## config.mk

```make
export PLATFORM = sky130hd
export DESIGN_NAME = fm_tuner_mute_volume_controller_unit
export DESIGN_NICKNAME = d
export VERILOG_FILES = /design/src/hw/rtl/fmt_pkg.sv /design/src/hw/rtl/fmt_ctrl.sv /design/src/hw/rtl/fmt_dp.sv /design/src/hw/rtl/fm_tuner_mute_volume_controller_unit.sv
export SDC_FILE = /design/constraint.sdc
export NUM_CORES = 2
export LEC_CHECK = 0
export ABC_AREA = 1
export ABC_CLOCK_PERIOD_IN_PS = 13800
export CAP_MARGIN = 25
export CORE_MARGIN = 4
export CORE_UTILIZATION = 66
export CTS_BUF_LIST = sky130_fd_sc_hd__clkbuf_8
export CTS_CLUSTER_SIZE = 28
export DETAILED_ROUTE_END_ITERATION = 10
export DONT_BUFFER_PORTS = 1
export GPL_ROUTABILITY_DRIVEN = 0
export PLACE_DENSITY = 0.84
export SYNTH_ARGS = -nofsm -noshare
export SYNTH_HDL_FRONTEND = slang
export SYNTH_SLANG_ARGS = --single-unit
export TNS_END_PERCENT = 30
```

## constraint.sdc

```tcl
create_clock -name clk -period 13.8 [get_ports clk]
set_input_delay 4.14 -clock clk [delete_from_list [all_inputs] [get_ports clk]]
set_output_delay 4.14 -clock clk [all_outputs]
set_load 0.05 [all_outputs]
```

## src/hw/rtl/fmt_pkg.sv

```systemverilog
// ----------------------------------------------------------------------------
// fmt_pkg
// Types, codes and constants for the tuner control block.
// ----------------------------------------------------------------------------
`default_nettype none
package fmt_pkg;
  localparam logic [1:0] REQ_FREQ   = 2'd0;
  localparam logic [1:0] REQ_VOL    = 2'd1;
  localparam logic [1:0] REQ_MUTE   = 2'd2;
  localparam logic [1:0] REQ_STATUS = 2'd3;

  localparam logic [1:0] CFG_ADDR_MUTE_FREQ = 2'd0;

  localparam logic [20:0] MUTE_FREQ_RST = 21'd1400000;
  localparam logic [3:0]  OFF_VOL_HI = 4'd0;
  localparam logic [3:0]  OFF_VOL_LO = 4'd2;
  localparam logic [3:0]  OFF_TUNE_A = 4'd4;
  localparam logic [3:0]  OFF_TUNE_B = 4'd6;
  localparam logic [3:0]  OFF_TUNE_C = 4'd8;

  // rounded-up reciprocals, exact for the operand ranges of each step:
  // f < 2^21 (shift 29), x*x+2500 < 2^28 (shift 41), w*x+5000 < 2^29
  // (shift 43), 10*x*x+10433 < 2^31 (shift 46)
  localparam logic [31:0] RCP_160   = 32'(((64'd1 << 29) + 64'd159) / 64'd160);
  localparam logic [31:0] RCP_5000  = 32'(((64'd1 << 41) + 64'd4999) / 64'd5000);
  localparam logic [31:0] RCP_10000 = 32'(((64'd1 << 43) + 64'd9999) / 64'd10000);
  localparam logic [31:0] RCP_20866 = 32'(((64'd1 << 46) + 64'd20865) / 64'd20866);

  typedef struct packed {
    logic [1:0]  req_type;
    logic [20:0] frequency_value;
    logic [15:0] volume_level;
    logic        mute_on;
  } in_item_t;

  typedef struct packed {
    logic        is_write;
    logic [3:0]  port_offset;
    logic [7:0]  port_data;
    logic        muted_now;
    logic [15:0] volume_now;
    logic [20:0] frequency_now;
    logic        last;
  } out_item_t;

  typedef enum logic [4:0] {
    ST_IDLE, ST_DIV, ST_SQ, ST_Q1, ST_WX, ST_Q2, ST_TX, ST_Q3, ST_SUM,
    ST_EMIT, ST_WAIT
  } state_t;

  // arithmetic steps of the tuning polynomial
  typedef enum logic [2:0] {
    SP_DIV, SP_SQ, SP_Q1, SP_WX, SP_Q2, SP_TX, SP_Q3, SP_SUM
  } step_t;

  // microcode for one emitted transfer
  typedef enum logic [2:0] {
    EM_VHI, EM_VLO, EM_TA, EM_TB, EM_TC, EM_STAT
  } emit_t;

  // controller -> datapath
  typedef struct packed {
    logic       load;        // capture request, plan sequence
    step_t      step;        // arithmetic step (state-driven)
    logic       step_en;
    logic       emit;        // present current sequence entry
  } cmd_t;

  // datapath -> controller
  typedef struct packed {
    logic need_tune;
    logic none;
    logic seq_last;
    logic out_busy;
  } sts_t;
endpackage
`default_nettype wire

```

## src/hw/rtl/fmt_ctrl.sv

```systemverilog
// ----------------------------------------------------------------------------
// fmt_ctrl
// Sequencer: steps the tuning arithmetic and paces result transfers.
// ----------------------------------------------------------------------------
`default_nettype none
module fmt_ctrl import fmt_pkg::*; (
  input  wire  logic clk,
  input  wire  logic rst_n,
  input  wire  logic in_fire,
  input  wire  sts_t sts,
  output logic       ready,
  output cmd_t       cmd
);
  state_t state_r, state_nxt;

  always_ff @(posedge clk) begin
    if (!rst_n) state_r <= ST_IDLE;
    else        state_r <= state_nxt;
  end

  always_comb begin
    state_nxt = state_r;
    case (state_r)
      ST_IDLE: if (in_fire) state_nxt = ST_WAIT;
      ST_WAIT: begin
        if (sts.none)           state_nxt = ST_IDLE;
        else if (sts.need_tune) state_nxt = ST_DIV;
        else                    state_nxt = ST_EMIT;
      end
      ST_DIV:  state_nxt = ST_SQ;
      ST_SQ:   state_nxt = ST_Q1;
      ST_Q1:   state_nxt = ST_WX;
      ST_WX:   state_nxt = ST_Q2;
      ST_Q2:   state_nxt = ST_TX;
      ST_TX:   state_nxt = ST_Q3;
      ST_Q3:   state_nxt = ST_SUM;
      ST_SUM:  state_nxt = ST_EMIT;
      ST_EMIT: if (!sts.out_busy && sts.seq_last) state_nxt = ST_IDLE;
      default: state_nxt = ST_IDLE;
    endcase
  end

  always_comb begin
    cmd = '0;
    ready = (state_r == ST_IDLE);
    cmd.load = in_fire;
    case (state_r)
      ST_DIV: begin cmd.step_en = 1'b1; cmd.step = SP_DIV; end
      ST_SQ:  begin cmd.step_en = 1'b1; cmd.step = SP_SQ;  end
      ST_Q1:  begin cmd.step_en = 1'b1; cmd.step = SP_Q1;  end
      ST_WX:  begin cmd.step_en = 1'b1; cmd.step = SP_WX;  end
      ST_Q2:  begin cmd.step_en = 1'b1; cmd.step = SP_Q2;  end
      ST_TX:  begin cmd.step_en = 1'b1; cmd.step = SP_TX;  end
      ST_Q3:  begin cmd.step_en = 1'b1; cmd.step = SP_Q3;  end
      ST_SUM: begin cmd.step_en = 1'b1; cmd.step = SP_SUM; end
      ST_EMIT: cmd.emit = !sts.out_busy;
      default: ;
    endcase
  end
endmodule
`default_nettype wire

```

## src/hw/rtl/fmt_dp.sv

```systemverilog
// ----------------------------------------------------------------------------
// fmt_dp
// Datapath: request state, tuning polynomial, transfer list, output register.
// ----------------------------------------------------------------------------
`default_nettype none
module fmt_dp import fmt_pkg::*; (
  input  wire  logic      clk,
  input  wire  logic      rst_n,
  input  wire  in_item_t  in_data,
  input  wire  logic [20:0] mute_freq,
  input  wire  cmd_t      cmd,
  input  wire  logic      out_stall,
  output sts_t            sts,
  output logic            out_valid,
  output out_item_t       out_data
);
  logic        muted_r, muted_nxt;
  logic [15:0] vol_r, vol_nxt;
  logic [20:0] freq_r, freq_nxt;
  logic [20:0] tfreq_r, tfreq_nxt;
  logic [1:0]  vbits_r, vbits_nxt;
  emit_t       seq_r [5];
  emit_t       seq_nxt [5];
  logic [2:0]  cnt_r, cnt_nxt;
  logic [2:0]  len_r, len_nxt;
  logic        tune_r, tune_nxt;
  logic        stat_r, stat_nxt;
  logic [31:0] x_r, a_r, w_r;
  logic [63:0] prod;
  logic [31:0] mul_a, mul_b;
  out_item_t   obuf_r;
  logic        ovalid_r;
  logic        planned_r;

  // two-term multiply, registered in x_r, a_r or w_r by step
  assign prod = 64'(mul_a) * 64'(mul_b);

  always_comb begin
    muted_nxt = muted_r; vol_nxt = vol_r; freq_nxt = freq_r;
    tfreq_nxt = tfreq_r; vbits_nxt = vbits_r; len_nxt = 3'd0;
    tune_nxt = 1'b0; stat_nxt = 1'b0;
    for (int i = 0; i < 5; i++) seq_nxt[i] = EM_STAT;
    case (in_data.req_type)
      REQ_FREQ: begin
        tfreq_nxt = in_data.frequency_value; freq_nxt = in_data.frequency_value;
        seq_nxt[0] = EM_TA; seq_nxt[1] = EM_TB; seq_nxt[2] = EM_TC;
        len_nxt = 3'd3; tune_nxt = 1'b1;
      end
      REQ_VOL: begin
        if (muted_r && in_data.volume_level != 16'd0) begin
          vol_nxt = in_data.volume_level; muted_nxt = 1'b0;
          tfreq_nxt = freq_r; vbits_nxt = in_data.volume_level[15:14];
          seq_nxt[0] = EM_TA; seq_nxt[1] = EM_TB; seq_nxt[2] = EM_TC;
          seq_nxt[3] = EM_VHI; seq_nxt[4] = EM_VLO;
          len_nxt = 3'd5; tune_nxt = 1'b1;
        end else if (in_data.volume_level == vol_r) begin
          len_nxt = 3'd0;
        end else if (in_data.volume_level == 16'd0) begin
          vol_nxt = 16'd0;
          if (!muted_r) begin
            muted_nxt = 1'b1; tfreq_nxt = mute_freq; vbits_nxt = 2'd0;
            seq_nxt[0] = EM_VHI; seq_nxt[1] = EM_VLO; seq_nxt[2] = EM_TA;
            seq_nxt[3] = EM_TB; seq_nxt[4] = EM_TC;
            len_nxt = 3'd5; tune_nxt = 1'b1;
          end
        end else begin
          vol_nxt = in_data.volume_level; vbits_nxt = in_data.volume_level[15:14];
          seq_nxt[0] = EM_VHI; seq_nxt[1] = EM_VLO; len_nxt = 3'd2;
        end
      end
      REQ_MUTE: begin
        if (in_data.mute_on && !muted_r) begin
          muted_nxt = 1'b1; tfreq_nxt = mute_freq; vbits_nxt = 2'd0;
          seq_nxt[0] = EM_VHI; seq_nxt[1] = EM_VLO; seq_nxt[2] = EM_TA;
          seq_nxt[3] = EM_TB; seq_nxt[4] = EM_TC;
          len_nxt = 3'd5; tune_nxt = 1'b1;
        end else if (!in_data.mute_on && muted_r) begin
          muted_nxt = 1'b0; tfreq_nxt = freq_r; vbits_nxt = vol_r[15:14];
          seq_nxt[0] = EM_TA; seq_nxt[1] = EM_TB; seq_nxt[2] = EM_TC;
          seq_nxt[3] = EM_VHI; seq_nxt[4] = EM_VLO;
          len_nxt = 3'd5; tune_nxt = 1'b1;
        end
      end
      default: begin
        seq_nxt[0] = EM_STAT; len_nxt = 3'd1; stat_nxt = 1'b1;
      end
    endcase
  end

  always_ff @(posedge clk) begin
    if (!rst_n) begin
      muted_r <= 1'b0; vol_r <= '0; freq_r <= '0; len_r <= '0;
      cnt_r <= '0; planned_r <= 1'b0;
    end else begin
      planned_r <= cmd.load;
      if (cmd.load) begin
        muted_r <= muted_nxt; vol_r <= vol_nxt; freq_r <= freq_nxt;
        len_r <= len_nxt; cnt_r <= '0;
      end else if (cmd.emit) begin
        cnt_r <= cnt_nxt;
      end
    end
  end

  assign cnt_nxt = cnt_r + 3'd1;

  always_ff @(posedge clk) begin
    if (cmd.load) begin
      tfreq_r <= tfreq_nxt; vbits_r <= vbits_nxt; tune_r <= tune_nxt;
      stat_r <= stat_nxt;
      for (int i = 0; i < 5; i++) seq_r[i] <= seq_nxt[i];
    end
  end

  // polynomial steps; constant divides are reciprocal multiplies through
  // the shared multiplier, keeping the upper product bits
  always_comb begin
    mul_a = x_r; mul_b = x_r;
    case (cmd.step)
      SP_DIV: begin mul_a = {11'd0, tfreq_r}; mul_b = RCP_160; end
      SP_SQ:  begin mul_a = x_r; mul_b = x_r; end
      SP_Q1:  begin mul_a = a_r; mul_b = RCP_5000; end
      SP_WX:  begin mul_a = w_r; mul_b = x_r; end
      SP_Q2:  begin mul_a = a_r; mul_b = RCP_10000; end
      SP_TX:  begin mul_a = x_r; mul_b = (x_r << 3) + (x_r << 1); end
      SP_Q3:  begin mul_a = a_r; mul_b = RCP_20866; end
      default: ;
    endcase
  end

  always_ff @(posedge clk) begin
    if (cmd.step_en) begin
      case (cmd.step)
        SP_DIV: x_r <= prod[60:29];
        SP_SQ:  a_r <= prod[31:0] + 32'd2500;
        SP_Q1:  w_r <= {9'd0, prod[63:41]};
        SP_WX:  a_r <= prod[31:0] + 32'd5000;
        SP_Q2:  w_r <= {11'd0, prod[63:43]};
        SP_TX:  a_r <= prod[31:0] + 32'd10433;
        SP_Q3:  w_r <= w_r - {14'd0, prod[63:46]};
        SP_SUM: w_r <= w_r + (x_r << 2) - 32'd11505;
        default: ;
      endcase
    end
  end

  always_comb begin
    sts.need_tune = tune_r;
    sts.none      = planned_r && (len_r == 3'd0);
    sts.seq_last  = (cnt_nxt == len_r);
    sts.out_busy  = ovalid_r && out_stall;
  end

  always_ff @(posedge clk) begin
    if (!rst_n) ovalid_r <= 1'b0;
    else if (cmd.emit) ovalid_r <= 1'b1;
    else if (!out_stall) ovalid_r <= 1'b0;
  end

  always_ff @(posedge clk) begin
    if (cmd.emit) begin
      obuf_r.is_write      <= !stat_r;
      obuf_r.muted_now     <= muted_r;
      obuf_r.volume_now    <= vol_r;
      obuf_r.frequency_now <= freq_r;
      obuf_r.last          <= (cnt_nxt == len_r);
      case (seq_r[cnt_r])
        EM_VHI: begin
          obuf_r.port_offset <= OFF_VOL_HI; obuf_r.port_data <= {7'd0, vbits_r[1]};
        end
        EM_VLO: begin
          obuf_r.port_offset <= OFF_VOL_LO; obuf_r.port_data <= {7'd0, vbits_r[0]};
        end
        EM_TA: begin
          obuf_r.port_offset <= OFF_TUNE_A; obuf_r.port_data <= {7'd0, w_r[8]};
        end
        EM_TB: begin
          obuf_r.port_offset <= OFF_TUNE_B; obuf_r.port_data <= w_r[16:9];
        end
        EM_TC: begin
          obuf_r.port_offset <= OFF_TUNE_C; obuf_r.port_data <= w_r[7:0];
        end
        default: begin
          obuf_r.port_offset <= OFF_VOL_HI; obuf_r.port_data <= 8'd0;
        end
      endcase
    end
  end

  assign out_valid = ovalid_r;
  assign out_data  = obuf_r;
endmodule
`default_nettype wire

```

## src/hw/rtl/fm_tuner_mute_volume_controller_unit.sv

```systemverilog
// One request at a time: in_stall stays high until the sequencer has stepped
// the tuning polynomial through one shared multiplier, where a retune is
// needed, and then issued one result per cycle while the receiver does not stall.
// Requests with no result return to idle without issuing one.
// Reset (rst_n, synchronous): state clears, mute_frequency = 1400000.
// ----------------------------------------------------------------------------
// fm_tuner_mute_volume_controller_unit
// Top level: APB register, sequencer and datapath.
// ----------------------------------------------------------------------------
`default_nettype none
module fm_tuner_mute_volume_controller_unit import fmt_pkg::*; (
  input  wire  logic        clk,
  input  wire  logic        rst_n,
  input  wire  logic        in_valid,
  output logic              in_stall,
  input  wire  in_item_t    in_data,
  output logic              out_valid,
  input  wire  logic        out_stall,
  output out_item_t         out_data,
  input  wire  logic        cfg_psel,
  input  wire  logic        cfg_penable,
  input  wire  logic        cfg_pwrite,
  input  wire  logic [1:0]  cfg_paddr,
  input  wire  logic [31:0] cfg_pwdata,
  output logic [31:0]       cfg_prdata,
  output logic              cfg_pready
);
  logic [20:0] mute_freq_r;
  logic        ready, in_fire;
  cmd_t        cmd;
  sts_t        sts;

  assign cfg_pready = 1'b1;
  always_ff @(posedge clk) begin
    if (!rst_n) mute_freq_r <= MUTE_FREQ_RST;
    else if (cfg_psel && cfg_penable && cfg_pwrite && cfg_paddr == CFG_ADDR_MUTE_FREQ)
      mute_freq_r <= cfg_pwdata[20:0];
  end
  assign cfg_prdata = (cfg_paddr == CFG_ADDR_MUTE_FREQ) ? {11'd0, mute_freq_r} : 32'd0;

  assign in_stall = !ready;
  assign in_fire  = in_valid && ready;

  fmt_ctrl u_ctrl (.clk, .rst_n, .in_fire, .sts, .ready, .cmd);
  fmt_dp u_dp (.clk, .rst_n, .in_data, .mute_freq(mute_freq_r), .cmd, .out_stall,
    .sts, .out_valid, .out_data);
endmodule
`default_nettype wire

```

==> results.json <==
{
  "crit_required_ps": 14120,
  "place_ws_ps": 1220,
  "die_w_um": 289,
  "stdcell_area_um2": 54400,
  "wirelength_um": 171000,
  "clock.fmax_mhz": 77.0,
  "hold_buffers": 0,
  "syn-cell-area_um2": 52000,
  "min_path_type": "reg2reg",
  "antenna_found_initial": 9,
  "yosysUniqueCellTypes": 62,
  "crit_top_cell": "nand2_1",
  "postSynth.asyncResetShare_pct": 0,
  "worst-slew-pin-transition_ps": 1130,
  "multiInputGateArea_um2": 38600,
  "fin_crit_sh_pct": 94.1,
  "post-cts-setup-buffers": 0,
  "min_period_ps": 12980,
  "slowest_delay_ps": 660,
  "core_area_um2": 77700,
  "cts_tree": "yes",
  "syn2layout_area_growth_pct": 4.54,
  "grt_max_degree": 58,
  "path_delay_family": "adder cells",
  "clock-root-buffer": "clkbuf_8",
  "synth-seq-area-share_pct": 13.3,
  "rsz0062_at_grt": "no",
  "critPathKind": "reg2reg",
  "cts.sinks": 255,
  "drive_above_1_share_pct": 4.91,
  "cts_max_path_buffers": 3,
  "synth_ff_type": "edfxtp_1",
  "die_h_um": 289,
  "io_pins": 168,
  "finalSetupTns_ps": 0,
  "worstPathMaxFanout": 32,
  "num_rows": 102,
  "viasPerCell": 6.04,
  "status": "complete, no violations",
  "clk_pin_slew_worst_paths_ps": 60,
  "antenna_left": 0,
  "max_cap_violations": 0,
  "die_area_um2": 83400,
  "insertion_delay_ps": 610,
  "avgSynthCellArea_um2": 7.71,
  "fillers": 6022,
  "drc": 0,
  "worst_setup_path_end_kind": "flip-flop",
  "start_kind": "flip-flop",
  "yosysWarnings": 0,
  "finish.utilization_pct": 70.0,
  "grt_usage_pct": 41.4,
  "final_common_cell": "inv_1",
  "cts_buffers": 43,
  "overflow": 0,
  "final_cell_mix": "1,480 x inv_1, 1,405 x nand2_1, 899 x fa_1",
  "syn_inst": 6745,
  "grt_pass1_wl_um": 263000,
  "wire_per_inst_um": 21.9,
  "crit_arrival_ps": 13310,
  "synth_seq_cells": 255,
  "nNetsFinal": 8061,
  "path_buf_inv": 12,
  "placed_area_um2": 53600,
  "cts_max_level": 2,
  "cts.repair.resized": 0,
  "seqCellArea_um2": 6920,
  "start_util_pct": 66.9,
  "port_buffers": 0,
  "drt_iter0_markers": 5512,
  "maxSlewHeadroom_pct": 24.2,
  "cpMaxStageDelayCell": "nand2_1",
  "setup_ws_ps": 817,
  "fin_worst_skew_ps": 48.1,
  "finalHoldViolations": 0,
  "vias": 47100,
  "dp_hpwl_um": 139000,
  "first_pass_iters": 10,
  "finalSetupViolCount": 0,
  "grt_pass1_vias": 47800,
  "drv_slew": 0,
  "synth-edff-count": 181
}
==> stage by stage <==
stage               hold WS (ps)  std cells
floorplan                    425       6756
global placement             431       7700
detailed placement           447       7702
CTS                          459       7780
global route                 473       7781
finish                       465       7786
==> synth_stat cells, types with 11 or more instances <==
master | number | share of area (%)
edfxtp_1 | 181 | 10
nand4_1 | 38 | 0.46
clkinv_1 | 11 | 0.079
nand2_1 | 1406 | 10
fa_1 | 899 | 35
inv_2 | 30 | 0.22
clkbuf_1 | 197 | 1.4
a221oi_1 | 24 | 0.40
xnor2_1 | 32 | 0.54
inv_1 | 1471 | 11
o21ai_1 | 30 | 0.29
xor2_1 | 67 | 1.1
ha_1 | 374 | 9.0
a22oi_1 | 20 | 0.29
buf_2 | 21 | 0.20
o211ai_1 | 41 | 0.59
nor3_1 | 33 | 0.32
a31oi_1 | 16 | 0.19
a21oi_1 | 231 | 2.2
or2_2 | 18 | 0.22
buf_4 | 14 | 0.20
nor2_1 | 822 | 5.9
dfxtp_1 | 74 | 2.8
nand3_1 | 338 | 3.3
o21ai_0 | 206 | 2.0
nor2_2 | 14 | 0.17
==> area by class of cell <==
cell class                      count  share of cell area, %
Antenna cell                        6                 0.0276
Inverter                         1512                   10.4
Multi-Input combinational cell   4752                   71.0
Sequential cell                   255                   12.7
Timing Repair Buffer              143                   2.00
Clock buffer                       46                   1.16
Tap cell                         1040                   2.39
Clock inverter                     32                  0.295
==> state kept, by name (all words and copies together), names as in the netlist, named ones only <==
name	cells
u_dp.x_r	32
u_ctrl.state_r	4
mute_freq_r	21
u_dp.freq_r	21
u_dp.tune_r	1
u_dp.planned_r	1
u_dp.vol_r	16
u_dp.out_data	51
u_dp.muted_r	1
u_dp.out_valid	1
u_dp.cnt_r	3
u_dp.tfreq_r	21
u_dp.w_r	32
u_dp.a_r	32
u_dp.vbits_r	2
u_dp.stat_r	1
u_dp.len_r	3
u_dp.seq_r	9
==> worst paths after layout <==
| check | slack, ps | from | cells after the start | endpoint |
|---|---|---|---|---|
| worst min-delay path | 460 | u_dp.freq_r[6]$_SDFFE_PN0P_ | 0 | u_dp.out_data[7]$_DFFE_PP_ |
| worst max-delay path | 820 | u_ctrl.state_r[3]$_SDFFE_PN0P_ | 54 | u_dp.w_r[28]$_DFFE_PP_ |
| worst max register to register | 820 | u_ctrl.state_r[3]$_SDFFE_PN0P_ | 54 | u_dp.w_r[28]$_DFFE_PP_ |
| worst min register to register | 460 | u_dp.freq_r[6]$_SDFFE_PN0P_ | 0 | u_dp.out_data[7]$_DFFE_PP_ |
==> layer usage <==
metal	track usage [%]	wire, um	up-vias
met4	30.4	16500	4
met3	15.2	26600	1017
met1	49.4	55900	22100
li1	-	-	20400
met2	61.8	71700	3547
met5	0	28	-
==> logic make-up after synthesis <==
kind of cell / share of synthesized area [%]
fa+ha+maj: 43.6
xor+xnor: 2.01
flops: 13.3
compound gates: 7.08
buf+inv: 12.8
other cells: 0.0144
simple gates: 21.2
Power is not shown: default switching activity piles up to over one toggle a cycle in this logic, so the estimate is an artifact.
